File: src/rtl/ps2mpd_pkg.sv
// Shared types and constants for the PS/2 mouse packet decoder.
// No dependencies; imported by every module of the block.
package ps2mpd_pkg;

	localparam int COORD_BITS = 10;
	localparam int SIZE_BITS  = 11;
	localparam int LIM_W = (COORD_BITS + 1 > SIZE_BITS) ? COORD_BITS + 1 : SIZE_BITS;
	localparam int SUM_W = ((COORD_BITS > 8) ? COORD_BITS : 8) + 2;
	localparam int CMP_W = ((LIM_W > SUM_W) ? LIM_W : SUM_W) + 1;

	localparam logic [SIZE_BITS-1:0] RESET_WIDTH  = SIZE_BITS'(80);
	localparam logic [SIZE_BITS-1:0] RESET_HEIGHT = SIZE_BITS'(25);
	localparam logic [COORD_BITS-1:0] CURSOR_X_RST = COORD_BITS'(RESET_WIDTH / 2);
	localparam logic [COORD_BITS-1:0] CURSOR_Y_RST = COORD_BITS'(RESET_HEIGHT / 2);

	// Bit positions inside packet bytes
	localparam int SYNC_BIT    = 3;
	localparam int BACK_BIT    = 4;
	localparam int FORWARD_BIT = 5;

	typedef enum logic [1:0] {
		REG_ENABLE = 2'd0,
		REG_MODE   = 2'd1,
		REG_WIDTH  = 2'd2,
		REG_HEIGHT = 2'd3
	} reg_index_t;

	typedef enum logic [1:0] {
		MODE_STD      = 2'd0,
		MODE_WHEEL    = 2'd1,
		MODE_FIVE_BTN = 2'd2
	} mode_t;

	typedef struct packed {
		logic            done;
		mode_t           mode;
		logic [3:0][7:0] bytes;
	} pkt_t;

	typedef struct packed {
		logic [COORD_BITS-1:0] pos_x;
		logic [COORD_BITS-1:0] pos_y;
		logic signed [7:0]     delta_x;
		logic signed [7:0]     delta_y;
		logic signed [7:0]     delta_wheel;
		logic [4:0]            buttons;
		logic [4:0]            pressed;
		logic [4:0]            released;
		logic                  moved;
		logic [31:0]           count;
	} result_t;

endpackage

File: src/rtl/ps2mpd_assemble.sv
// Byte slot counter and held packet bytes; flags the byte that completes a packet.
// Depends on ps2mpd_pkg.
module ps2mpd_assemble (
	input  logic             clk,
	input  logic             arst_n,
	input  logic             byte_vld,
	input  logic [7:0]       rx,
	input  logic             advance,
	input  logic             enable,
	input  logic [1:0]       device_mode,
	output ps2mpd_pkg::pkt_t pkt
);
	import ps2mpd_pkg::*;

	logic [1:0] slot_q;
	logic [7:0] held_q [3];
	mode_t      mode;
	logic       take;

	always_comb begin
		unique case (device_mode)
			MODE_WHEEL:    mode = MODE_WHEEL;
			MODE_FIVE_BTN: mode = MODE_FIVE_BTN;
			default:       mode = MODE_STD;
		endcase
		// drop a would-be first byte without the sync bit
		take = byte_vld && enable && !(slot_q == 2'd0 && !rx[SYNC_BIT]);
		pkt.done = take && (slot_q == 2'd3 || (slot_q == 2'd2 && mode == MODE_STD));
		pkt.mode = mode;
		pkt.bytes[0] = held_q[0];
		pkt.bytes[1] = held_q[1];
		pkt.bytes[2] = (slot_q == 2'd2) ? rx : held_q[2];
		pkt.bytes[3] = (slot_q == 2'd3) ? rx : 8'd0;
	end

	always_ff @(posedge clk or negedge arst_n) begin
		if (!arst_n) begin
			slot_q <= 2'd0;
		end else if (advance && take) begin
			slot_q <= pkt.done ? 2'd0 : slot_q + 2'd1;
		end
	end

	always_ff @(posedge clk) begin
		if (advance && take && slot_q != 2'd3) begin
			held_q[slot_q] <= rx;
		end
	end

endmodule

File: src/rtl/ps2mpd_axis.sv
// Adds a signed delta to one cursor coordinate and clamps it to the screen size.
// Depends on ps2mpd_pkg.
module ps2mpd_axis (
	input  logic [ps2mpd_pkg::COORD_BITS-1:0] pos,
	input  logic signed [7:0]                 delta,
	input  logic [ps2mpd_pkg::SIZE_BITS-1:0]  size,
	output logic [ps2mpd_pkg::COORD_BITS-1:0] pos_next
);
	import ps2mpd_pkg::*;

	localparam logic [LIM_W-1:0] FULL = LIM_W'(1) << COORD_BITS;

	logic [LIM_W-1:0]        size_ext;
	logic [LIM_W-1:0]        lim;
	logic [LIM_W-1:0]        lim_m1;
	logic signed [SUM_W-1:0] pos_ext;
	logic signed [SUM_W-1:0] dlt_ext;
	logic signed [SUM_W-1:0] sum;

	always_comb begin
		size_ext = LIM_W'(size);
		// size zero acts as one, oversize stops at the coordinate range
		if (size_ext == '0) begin
			lim = LIM_W'(1);
		end else if (size_ext > FULL) begin
			lim = FULL;
		end else begin
			lim = size_ext;
		end
		lim_m1  = lim - LIM_W'(1);
		pos_ext = SUM_W'({1'b0, pos});
		dlt_ext = SUM_W'(delta);
		sum     = pos_ext + dlt_ext;
		if (sum[SUM_W-1]) begin
			pos_next = '0;
		end else if (CMP_W'($unsigned(sum)) >= CMP_W'(lim)) begin
			pos_next = lim_m1[COORD_BITS-1:0];
		end else begin
			pos_next = sum[COORD_BITS-1:0];
		end
	end

endmodule

File: src/rtl/ps2mpd_track.sv
// Cursor, button history and packet count; forms the result of a completed packet.
// Depends on ps2mpd_pkg and ps2mpd_axis.
module ps2mpd_track (
	input  logic                             clk,
	input  logic                             arst_n,
	input  logic                             advance,
	input  ps2mpd_pkg::pkt_t                 pkt,
	input  logic [ps2mpd_pkg::SIZE_BITS-1:0] screen_width,
	input  logic [ps2mpd_pkg::SIZE_BITS-1:0] screen_height,
	output ps2mpd_pkg::result_t              res
);
	import ps2mpd_pkg::*;

	logic [COORD_BITS-1:0] cursor_x_q;
	logic [COORD_BITS-1:0] cursor_y_q;
	logic [4:0]            last_buttons_q;
	logic [31:0]           total_q;
	logic [COORD_BITS-1:0] next_x;
	logic [COORD_BITS-1:0] next_y;
	logic [4:0]            buttons;
	logic signed [7:0]     dz;
	logic signed [7:0]     dx;
	logic signed [7:0]     dy;

	assign dx = pkt.bytes[1];
	assign dy = pkt.bytes[2];

	ps2mpd_axis u_axis_x (
		.pos      (cursor_x_q),
		.delta    (dx),
		.size     (screen_width),
		.pos_next (next_x)
	);

	ps2mpd_axis u_axis_y (
		.pos      (cursor_y_q),
		.delta    (dy),
		.size     (screen_height),
		.pos_next (next_y)
	);

	always_comb begin
		buttons = {2'b00, pkt.bytes[0][2:0]};
		dz      = '0;
		unique case (pkt.mode)
			MODE_WHEEL: begin
				dz = pkt.bytes[3];
			end
			MODE_FIVE_BTN: begin
				// 4-bit wheel, upper nibble carries the extra buttons
				dz = 8'(signed'(pkt.bytes[3][3:0]));
				buttons[3] = pkt.bytes[3][BACK_BIT];
				buttons[4] = pkt.bytes[3][FORWARD_BIT];
			end
			default: begin
				dz = '0;
			end
		endcase

		res.pos_x       = next_x;
		res.pos_y       = next_y;
		res.delta_x     = dx;
		res.delta_y     = dy;
		res.delta_wheel = dz;
		res.buttons     = buttons;
		res.pressed     = buttons & ~last_buttons_q;
		res.released    = ~buttons & last_buttons_q;
		res.moved       = (next_x != cursor_x_q) || (next_y != cursor_y_q)
		                  || (dx != 8'sd0) || (dy != 8'sd0);
		res.count       = total_q + 32'd1;
	end

	always_ff @(posedge clk or negedge arst_n) begin
		if (!arst_n) begin
			cursor_x_q     <= CURSOR_X_RST;
			cursor_y_q     <= CURSOR_Y_RST;
			last_buttons_q <= '0;
			total_q        <= '0;
		end else if (advance && pkt.done) begin
			cursor_x_q     <= next_x;
			cursor_y_q     <= next_y;
			last_buttons_q <= buttons;
			total_q        <= res.count;
		end
	end

endmodule

File: src/rtl/ps2_mouse_packet_decoder.sv
// PS/2 mouse packet decoder: one byte per cycle in, one result per completed packet out.
// A result is loaded into the result register once its completing byte leaves the input register.
// Throughput: one byte per cycle; a completing byte waits in the input register while a
// stalled result occupies the output. Reset clears slot, cursor (half screen), buttons,
// count and both handshake stages; registers return to enable 0, mode 0, 80 x 25.
// Depends on ps2mpd_pkg, ps2mpd_assemble, ps2mpd_track.
module ps2_mouse_packet_decoder (
	input  logic                              clk,
	input  logic                              arst_n,
	input  logic                              cfg_we,
	input  logic [1:0]                        cfg_index,
	input  logic [ps2mpd_pkg::SIZE_BITS-1:0]  cfg_data,
	input  logic                              in_valid,
	output logic                              in_stall,
	input  logic [7:0]                        rx_byte,
	output logic                              out_valid,
	input  logic                              out_stall,
	output logic [ps2mpd_pkg::COORD_BITS-1:0] pos_x,
	output logic [ps2mpd_pkg::COORD_BITS-1:0] pos_y,
	output logic signed [7:0]                 delta_x,
	output logic signed [7:0]                 delta_y,
	output logic signed [7:0]                 delta_wheel,
	output logic [4:0]                        button_bits,
	output logic [4:0]                        pressed_edges,
	output logic [4:0]                        released_edges,
	output logic                              moved,
	output logic [31:0]                       packets_seen
);
	import ps2mpd_pkg::*;

	logic                 enable_q;
	logic [1:0]           mode_q;
	logic [SIZE_BITS-1:0] width_q;
	logic [SIZE_BITS-1:0] height_q;
	logic                 vld_s1;
	logic [7:0]           byte_s1;
	logic                 out_vld_q;
	result_t              res;
	result_t              res_q;
	pkt_t                 pkt;
	logic                 out_free;
	logic                 s1_go;
	logic                 in_acc;

	// configuration registers
	always_ff @(posedge clk or negedge arst_n) begin
		if (!arst_n) begin
			enable_q <= 1'b0;
			mode_q   <= MODE_STD;
			width_q  <= RESET_WIDTH;
			height_q <= RESET_HEIGHT;
		end else if (cfg_we) begin
			unique case (reg_index_t'(cfg_index))
				REG_ENABLE: enable_q <= cfg_data[0];
				REG_MODE:   mode_q   <= cfg_data[1:0];
				REG_WIDTH:  width_q  <= cfg_data;
				REG_HEIGHT: height_q <= cfg_data;
				default:    enable_q <= enable_q;
			endcase
		end
	end

	assign out_free = !out_vld_q || !out_stall;
	// a byte that completes a packet waits for room in the result register
	assign s1_go    = vld_s1 && (!pkt.done || out_free);
	assign in_stall = vld_s1 && !s1_go;
	assign in_acc   = in_valid && !in_stall;

	always_ff @(posedge clk or negedge arst_n) begin
		if (!arst_n) begin
			vld_s1 <= 1'b0;
		end else if (in_acc) begin
			vld_s1 <= 1'b1;
		end else if (s1_go) begin
			vld_s1 <= 1'b0;
		end
	end

	always_ff @(posedge clk) begin
		if (in_acc) begin
			byte_s1 <= rx_byte;
		end
	end

	ps2mpd_assemble u_assemble (
		.clk         (clk),
		.arst_n      (arst_n),
		.byte_vld    (vld_s1),
		.rx          (byte_s1),
		.advance     (s1_go),
		.enable      (enable_q),
		.device_mode (mode_q),
		.pkt         (pkt)
	);

	ps2mpd_track u_track (
		.clk           (clk),
		.arst_n        (arst_n),
		.advance       (s1_go),
		.pkt           (pkt),
		.screen_width  (width_q),
		.screen_height (height_q),
		.res           (res)
	);

	// result register: load a completed packet, hold while stalled
	always_ff @(posedge clk or negedge arst_n) begin
		if (!arst_n) begin
			out_vld_q <= 1'b0;
		end else if (s1_go && pkt.done) begin
			out_vld_q <= 1'b1;
		end else if (!out_stall) begin
			out_vld_q <= 1'b0;
		end
	end

	always_ff @(posedge clk) begin
		if (s1_go && pkt.done) begin
			res_q <= res;
		end
	end

	assign out_valid      = out_vld_q;
	assign pos_x          = res_q.pos_x;
	assign pos_y          = res_q.pos_y;
	assign delta_x        = res_q.delta_x;
	assign delta_y        = res_q.delta_y;
	assign delta_wheel    = res_q.delta_wheel;
	assign button_bits    = res_q.buttons;
	assign pressed_edges  = res_q.pressed;
	assign released_edges = res_q.released;
	assign moved          = res_q.moved;
	assign packets_seen   = res_q.count;

endmodule

File: config.mk
export PLATFORM = sky130hd
export DESIGN_NAME = ps2_mouse_packet_decoder
export DESIGN_NICKNAME = d
export VERILOG_FILES = /design/src/rtl/ps2mpd_pkg.sv /design/src/rtl/ps2mpd_assemble.sv /design/src/rtl/ps2mpd_axis.sv /design/src/rtl/ps2mpd_track.sv /design/src/rtl/ps2_mouse_packet_decoder.sv
export SDC_FILE = /design/constraint.sdc
export NUM_CORES = 1
export LEC_CHECK = 0
export BUFFER_PORTS_ARGS = -buffer_cell sky130_fd_sc_hd__clkbuf_2
export CORE_ASPECT_RATIO = 1.5
export CORE_MARGIN = 3
export CORE_UTILIZATION = 49
export CTS_CLUSTER_SIZE = 25
export DETAILED_ROUTE_END_ITERATION = 7
export PLACE_DENSITY = 0.71
export SLEW_MARGIN = 40
export SYNTH_ARGS = -nofsm -noshare
export SYNTH_HDL_FRONTEND = slang
export SYNTH_SLANG_ARGS = --single-unit
File: constraint.sdc
create_clock -name clk -period 5.5 [get_ports clk]
set_clock_uncertainty 0.05 [all_clocks]
set_input_delay 0 -clock clk [delete_from_list [all_inputs] [get_ports clk]]
set_output_delay 0 -clock clk [all_outputs]
set_load 0.05 [all_outputs]
* After elaboration in Yosys (flattened, before gate mapping)
Memories as Yosys holds them, arrays and structs flattened. Cells that the tools add are included.
Word-level totals: word-level logic and storage cells 106, output and inout bits 94, register bits 186, bits of input ports 26, RAM bits 24, memories 1
Operators by class: reduce and logical (&&, ||, !) cells 36, eq/ne operators 13, magnitude comparators 4, add/subtract/negate cells 6, bitwise operators 4, multiplexer cells 20
Memory list:
- u_assemble.held_q | depth 3, width 8, rd ports 3, clocked after memory_dff 0, write ports 1, line ps2mpd_assemble.sv:16 | logic [7:0] held_q [3];
Operator list (count):
- $mux W11 | 4
- $mux W10 | 4
- $add A32 B1 Y32 const B | 1
- $add A11 B8 Y12 | 2
- $ge A12 B11 Y1 | 2
- $gt A11 B11 Y1 const B | 2
- $logic_not A11 Y1 | 2
- $ne A10 B10 Y1 | 2
- $sub A10 B1 Y10 const B | 2
- $mux W8 | 2
- $pmux W8 S2 | 1
- $reduce_bool A8 Y1 | 2
- $eq A2 B2 Y1 const B | 6
- $logic_and A1 B1 Y1 | 11
- $and A5 B5 Y5 | 2
- $not A5 Y5 | 2
- $reduce_and A2 Y1 | 4
- $logic_not A1 Y1 | 7
- $eq A2 B1 Y1 const B | 3
- $logic_not A2 Y1 | 3
- $logic_or A1 B1 Y1 | 6
- $mux W1 | 6
- $mux W2 | 2
- $pmux W2 S2 | 1
- other kinds (4) | 4

* Logic depth before layout (Yosys ltp)
Gate-level depths: netlist of run 1.
depth in word-level cells 14, gate-level depth with buffers 25

* By module
From an unflattened synthesis of run 1, not the netlist that was laid out.
Second synthesis, totals: cell total of the unflattened synthesis 933, area, all modules 10986.8 µm²
By module, submodules not included:
- ps2_mouse_packet_decoder | instances 1, cells each 168, area an instance 4061.4 µm²
- ps2mpd_track | instances 1, cells each 401, area an instance 3512.1 µm²
- ps2mpd_axis | instances 2, cells each 149, area an instance 1143.6 µm²
- ps2mpd_assemble | instances 1, cells each 66, area an instance 1126.1 µm²

* Worst setup path after synthesis of run 1
OpenSTA, ideal clock, no wires.
kind flip-flop to flip-flop, from reg u_assemble.slot_q[0], to reg res_q, in the netlist moved (data pin), path buffers 3, data required time 5.178 ns, stages on the path, launching flop included 23, data arrival time 5.296 ns, path slack -0.118 ns, path through dfrtp_1 > inv_1 > ha_1 > buf_2 > buf_1 > mux2_2 > ha_1 > and2_1 > or2_1 > o21a_1 > or3_1 > nand2_1 > ha_1 > a2111oi_0 > o21ai_0 > a21oi_2 > or2_1 > buf_2 > nor3b_1 > or4_1 > a22oi_1 > o211ai_1 > or4_1
RTL lines:
- start, declared | line ps2mpd_assemble.sv:15 | logic [1:0] slot_q;
- start signal, assigned | line ps2mpd_assemble.sv:40 | slot_q <= pkt.done ? 2'd0 : slot_q + 2'd1;
- end signal, assigned | line ps2_mouse_packet_decoder.sv:119 | res_q <= res;
- end, declared | line ps2_mouse_packet_decoder.sv:39 | result_t res_q;

==> results of run 1 <==
-- critical path, cell delays in order (launching register included) --
cell and delay [ps]:
dfrtp_1 390, inv_2 80, ha_4 190, buf_6 140, buf_4 100, mux2_2 350
ha_4 180, a21oi_4 190, o31ai_4 110, o21a_1 210, or3_1 370, nand2_1 80
ha_1 270, a2111oi_4 300, o21ai_1 130, a21oi_2 260, or2_4 210, nor3b_1 50
or4_1 530, a22oi_2 150, o211ai_1 100, or4_1 510
-- synth_stat cells (5+ instances only) --
library cell	number	area (µm²)
o31ai_1	12	90.09
inv_1	28	105.1
or3_1	7	43.79
o211ai_1	8	60.06
mux2_2	32	360.4
xnor2_1	48	420.4
nor2_1	65	244.0
nor3_1	29	145.1
nor3b_1	6	45.04
nand4_1	10	62.56
o21bai_1	5	37.54
or4_1	6	45.04
a211oi_1	8	60.06
clkbuf_1	16	60.06
dfrtp_1	77	1927
nand2b_1	7	43.79
and3_1	8	50.05
nand3b_1	5	37.54
edfxtp_1	119	3573
nor2b_1	11	68.82
a21oi_1	33	165.2
and2_1	12	75.07
dfstp_2	9	236.5
mux2i_1	5	50.05
o21a_1	9	67.56
nand2_1	120	450.4
nand3_1	25	125.1
nor4_1	9	56.30
xor2_1	41	359.1
o21ai_0	26	130.1
ha_1	54	675.7
-- layer usage --
layer  track usage  vias up
met3       0.02412       84
met1        0.2513     3805
li1              -     3814
met5             0        -
met2        0.3995      216
met4        0.1099        0
-- layout make-up --
| class | count | area, µm² | area share |
|---|---|---|---|
| clock buffer | 26 | 553.0 | 0.04246 |
| clock inverter | 10 | 101.3 | 0.007782 |
| inverter | 29 | 113.9 | 0.008742 |
| multi-input combinational | 670 | 4772 | 0.3664 |
| sequential | 205 | 5737 | 0.4405 |
| tap | 268 | 335.3 | 0.02575 |
| timing repair buffer | 218 | 1411 | 0.1084 |
-- state kept, by name, summed over array words and instances (netlist names), 8 cells and up --
name,cells
byte_s1,8
delta_wheel,8
delta_x,8
delta_y,8
height_q,11
packets_seen,32
pos_x,10
pos_y,10
u_assemble.held_q,19
u_track.cursor_x_q,10
u_track.cursor_y_q,10
u_track.total_q,32
width_q,11
-- logic make-up after synthesis --
| logic type | Yosys count | share of synthesized area |
|---|---|---|
| AOI/OAI and AO/OA | 145 | 0.09496 |
| xor gates and xnor gates | 89 | 0.07376 |
| adders and majority gates | 56 | 0.06772 |
| buffers and inverters | 53 | 0.02048 |
| DFF | 205 | 0.5429 |
| muxes | 39 | 0.04156 |
| and+or+nand+nor | 341 | 0.1587 |
-- what timing repair did --
item | CTS | global route
resized for setup | 5 | 30
hold endpoints to repair | 80 | 0
endpoints found under the setup margin | 1 | 1
pin swaps | 0 | 14
hold buffers | 25 | 0
buffers inserted | 0 | 5
-- path summary, 6_finish.rpt --
check / slack (ps) / startpoint / to
worst max-delay path: 260 / u_assemble.slot_q[0] / moved
max in group asynchronous: 4320 / arst_n / height_q[10]
worst min-delay path: -20 / arst_n / vld_s1
min in group clk: 170 / rx_byte[2] / byte_s1[2]
worst min register to register: 450 / u_track.last_buttons_q[0] / u_track.last_buttons_q[0]
worst max register to register: 260 / u_assemble.slot_q[0] / moved
-- layout by cell type (no fill, tap or decap), drive strengths merged, types with 9 or more instances in the layout --
cell / synthesis / final
a211oi: 11 / 11
a21oi: 35 / 35
and2: 12 / 12
buf: 8 / 75
clkbuf: 16 / 144
dfrtp: 77 / 77
dfstp: 9 / 9
dlygate4sd3: 0 / 25
edfxtp: 119 / 119
ha: 54 / 54
inv: 28 / 30
mux2: 33 / 33
nand2: 121 / 121
nand3: 26 / 26
nand4: 10 / 10
nor2: 66 / 66
nor2b: 11 / 11
nor3: 29 / 29
nor4: 12 / 12
o21a: 9 / 9
o21ai: 29 / 29
o31ai: 13 / 13
xnor2: 48 / 48
xor2: 41 / 41
-- metrics by stage --
| stage | setup WS (ps) | setup TNS, ps | std cells | power, µW | util |
|---|---|---|---|---|---|
| after CTS | 49.90 | 0 | 1421 | 7286 | 0.6078 |
| after global placement | -13.07 | -13.07 | 1360 | 5795 | 0.5638 |
| final | 257.3 | 0 | 1426 | 7460 | 0.6159 |
| after global routing | 0.8966 | 0 | 1426 | 7943 | 0.6159 |
| after floorplan | 19.55 | 0 | 928 | 4484 | - |
| after detailed placement | -192.9 | -192.9 | 1360 | 5839 | 0.5640 |
-- power by group through the flow --
stage                     sequential, µW  combinational [µW]  clock (µW)
after floorplan                     2350                2130           0
after global placement              2190                3610           0
after detailed placement            2190                3650           0
after CTS                           2160                3730        1390
after global routing                2200                4290        1460
final                               2170                3920        1370
==> impl_metrics.ini, run 1 <==
[run_status]
outcome = finished, violations left
violations = negative hold slack

[hold_path]
hp-class = input pin to asynchronous set/reset pin

[critical_path]
crit_arrival_ps = 5430
cp-end-kind = register
path_class = register to register
cp_data_required_time_ps = 5680
worst-r2r-cell-count = 21
startpoint_type = register
crit_fanout = 6

[timing]
finalSetupViolCount = 0
worst_hold_slack_ps = -19.91
worstMarginPinSlew_ps = 754.1
finalWorstPathRequiredPeriod_ps = 5243
fmax_mhz = 190.7
hold_viol = 22
final_max_slew_viol_count = 0
slew_headroom = 0.4926
grt_setup_unrepaired = no
fin_crit_sh = 0.9532

[route]
drt-wirelength-per-cell_um = 18.37
ant_nets = 0
wl_met1_mm = 10.06
vias = 7919
routed_via_density = 5.553
drt_iter0_drc = 386
wl_met2_mm = 13.69
drc = 0
dr.pass1.iters = 5
top_layer = met4
wl_met3_mm = 1.004
drt_wl_total_mm = 26.19

[yosys]
ys_seq_area_frac = 0.5429
syn_avg_cell_area_um2 = 11.39
synthFlopType = edfxtp_1
synth_edf_count = 119
syn_area_mm2 = 0.01057
yosysWarnings = 0
synth_nets = 1010
ys_ff_latch = 205
async_flop_share = 0.4195
syn_inst = 928
ys_types = 74

[global_routing]
grt_pass1_wl_mm = 40.70
gr-total-overflow = 0
grt_max_degree = 72
first_global_vias = 7953
grt_usage = 0.2178
grt_antenna_before_repair = 0

[power_and_ir_drop]
p_leak_uw = 0.005531
power.share.clock = 0.184
p_per_area_mw_per_mm2 = 572.8
switchingPower_uw = 3068
p_comb_frac = 0.525
p_sw_frac = 0.4113
seqPwrFrac = 0.291
p_int_uw = 4391
ir_drop_mv = 0.3989

[floorplanning]
core_area_mm2 = 0.02115
start_util = 0.4998
die_w_um = 125.9
rows = 65
die-area_mm2 = 0.02340
pin_count = 120
die_height_um = 185.9

[clock_network]
cts_buffers = 20
cts-root-buf = clkbuf_16
cts.clk_slew.worst_paths_ps = 70
htree_levels = 1
clock_sinks = 205
clk_latency_ps = 500
cts_buffer_depth = 3
cts_tree = built

[cells_and_area]
finish.instance_area_mm2 = 0.01302
area_growth_pct = 23.24
drive_gt1_frac = 0.2660
nets = 1226
diodes = 0
n_fill_cell = 1729

[place]
dp_hpwl_mm = 18.86
gp_congestion = 0.9424
port_buffers = 119
placed_cell_area_mm2 = 0.01193

[flow_run]
maxCapViolCount = 0
No activity file was read; power rests on OpenSTA's default activity.
==> run 2: changes to the inputs <==
CORE_MARGIN = unset   (was 3)
TNS_END_PERCENT = 30   (was unset)
==> run 2 against run 1 <==
Net effect:
- the run now ends clean
- wire length shrank 1.5%
- clock power is essentially flat
- worst setup slack lost 65 ps
- count of clock-buffer cells in the layout shrank 2
- final cell count shrank 0.14%
- power grew 0.12%
- sequential cell count is the same
- global-route usage grew 2.3 points
==> impl_metrics.ini, run 2 (synthesized netlist as in run 1, its figures left out) <==
[power_and_ir_drop]
p_leak_uw = 0.005529
p_per_area_mw_per_mm2 = 576.7
p_comb_frac = 0.522
p_sw_frac = 0.4033
power.share.clock = 0.187
ir_drop_mv = 0.4614
total_power_uw = 7468
switchingPower_uw = 3012
seqPwrFrac = 0.291
p_int_uw = 4456

[place]
placed_cell_area_mm2 = 0.01191
gp_congestion = 0.8893
port_buffers = 119
dp_hpwl_mm = 18.50

[global_routing]
first_global_vias = 8105
grt_usage = 0.2409
grt_antenna_before_repair = 0
gr-total-overflow = 0
grt_max_degree = 72
grt_pass1_wl_mm = 41.17

[floorplanning]
core_area_mm2 = 0.02106
die_w_um = 121.9
pin_count = 120
start_util = 0.5017
rows = 65
die_height_um = 181.9
die-area_mm2 = 0.02217

[cells_and_area]
multi_input_area_mm2 = 0.004695
layout_common_cells = nand2_1, edfxtp_1, clkbuf_2
area_growth_pct = 22.54
layout_commonest_cell = nand2_1
nets = 1224
ff_latch_area_mm2 = 0.005737
finish.instance_area_mm2 = 0.01295
diodes = 0
utilization = 0.6148
drive_gt1_frac = 0.2595
n_fill_cell = 1743

[timing]
worstMarginPinSlew_ps = 766.6
finalWorstPathRequiredPeriod_ps = 5308
finalSetupViolCount = 0
slew_headroom = 0.4879
fmax_mhz = 188.4
final_max_slew_viol_count = 0
tns_ps = 0
hold_viol = 0
fin_crit_sh = 0.9651

[clock_network]
cts_tree = built
cts.clk_slew.worst_paths_ps = 70
clock_sinks = 205
htree_levels = 1
cts_buffers = 20
cts_buffer_depth = 3
clk_latency_ps = 490
cts-root-buf = clkbuf_16

[route]
dr.pass1.iters = 5
routed_via_density = 5.548
drt_iter0_drc = 403
drt-wirelength-per-cell_um = 18.13
vias = 7901
drc = 0
drt_wl_total_mm = 25.81
ant_nets = 0

[critical_path]
cp-end-kind = register
path_class = register to register
startpoint_type = register
crit_arrival_ps = 5490
cp_data_required_time_ps = 5680
crit_fanout = 6
crit_start = u_assemble.slot_q[0]
r2r-start = u_assemble.slot_q[0]

[hold_path]
hp-start = rx_byte[4]
hp-class = input pin to register

[flow_run]
maxCapViolCount = 0

[run_status]
outcome = finished clean
## run 2: cell types whose count changed in the layout (fill, tap and decap cells not counted), moves of 2 or more
cell / change
dlygate4sd3_1: +2
buf_4: -3
clkinvlp_4: -2
mux2_4: -2
clkbuf_1: -2
ha_1: +3
ha_4: -3
clkinv_2: +6
mux2_2: +2
## run 2: per-stage QoR
stage	cells	hold slack (ps)	setup WS (ps)
6_report	1424	174.2	192.2
5_1_grt	1424	158.0	-27.20
3_5_place_dp	1358	-183.5	-242.5
3_3_place_gp	1357	-184.6	-68.85
2_1_floorplan	928	-345.6	19.55
4_1_cts	1421	162.4	47.92
## run 2: per-layer routing
layer / global-route usage / wire length, µm
met1: 0.2634 / 9620
met2: 0.4470 / 13850
met3: 0.02732 / 981
met4: 0.1240 / 1360
met5: 0 / 0
## run 2: worst max-delay path: stages (launching register included)
cell	delay (ps)
dfrtp_1	400
inv_2	80
ha_4	170
buf_4	150
mux2_2	360
ha_2	270
and2_1	170
or2_1	230
o21a_1	190
or3_1	360
nand2_1	90
ha_1	270
a2111oi_4	330
o21ai_1	130
a21oi_2	250
or2_4	220
nor3b_1	50
or4_1	510
a22oi_1	150
o211ai_1	110
or4_1	500
## run 2: path summary, 6_finish.rpt
| kind | end | slack [ps] | cells after the start |
|---|---|---|---|
| max | moved | 190 | 20 |
| min | byte_s1[4] | 170 | 2 |
| min in group asynchronous | height_q[4] | 530 | 3 |
| max in group asynchronous | u_track.cursor_y_q[8] | 3930 | 4 |
| max reg2reg | moved | 190 | 20 |
| min reg2reg | u_track.total_q[31] | 430 | 1 |
## run 2: area by class of cell
type,count,share of cell area
clock buffer,24,0.04300
clock inverter,12,0.009082
inverter,29,0.008599
multi-input combinational,670,0.3625
sequential,205,0.4430
tap,268,0.02589
timing repair buffer,216,0.1079
## run 2: repair_timing
action                                  CTS  global route
pin swaps                                 0             4
resized for setup                         4            15
hold endpoints to repair                126             0
hold buffers                             27             0
setup buffers                             0             3
endpoints found under the setup margin    1             1
## run 2: power by group through the flow
stage | sequential, µW | clock (µW) | combinational, µW
2_1_floorplan | 2350 | 0 | 2130
3_3_place_gp | 2190 | 0 | 3640
3_5_place_dp | 2190 | 0 | 3690
4_1_cts | 2170 | 1430 | 3760
5_1_grt | 2190 | 1490 | 4250
6_report | 2170 | 1400 | 3900
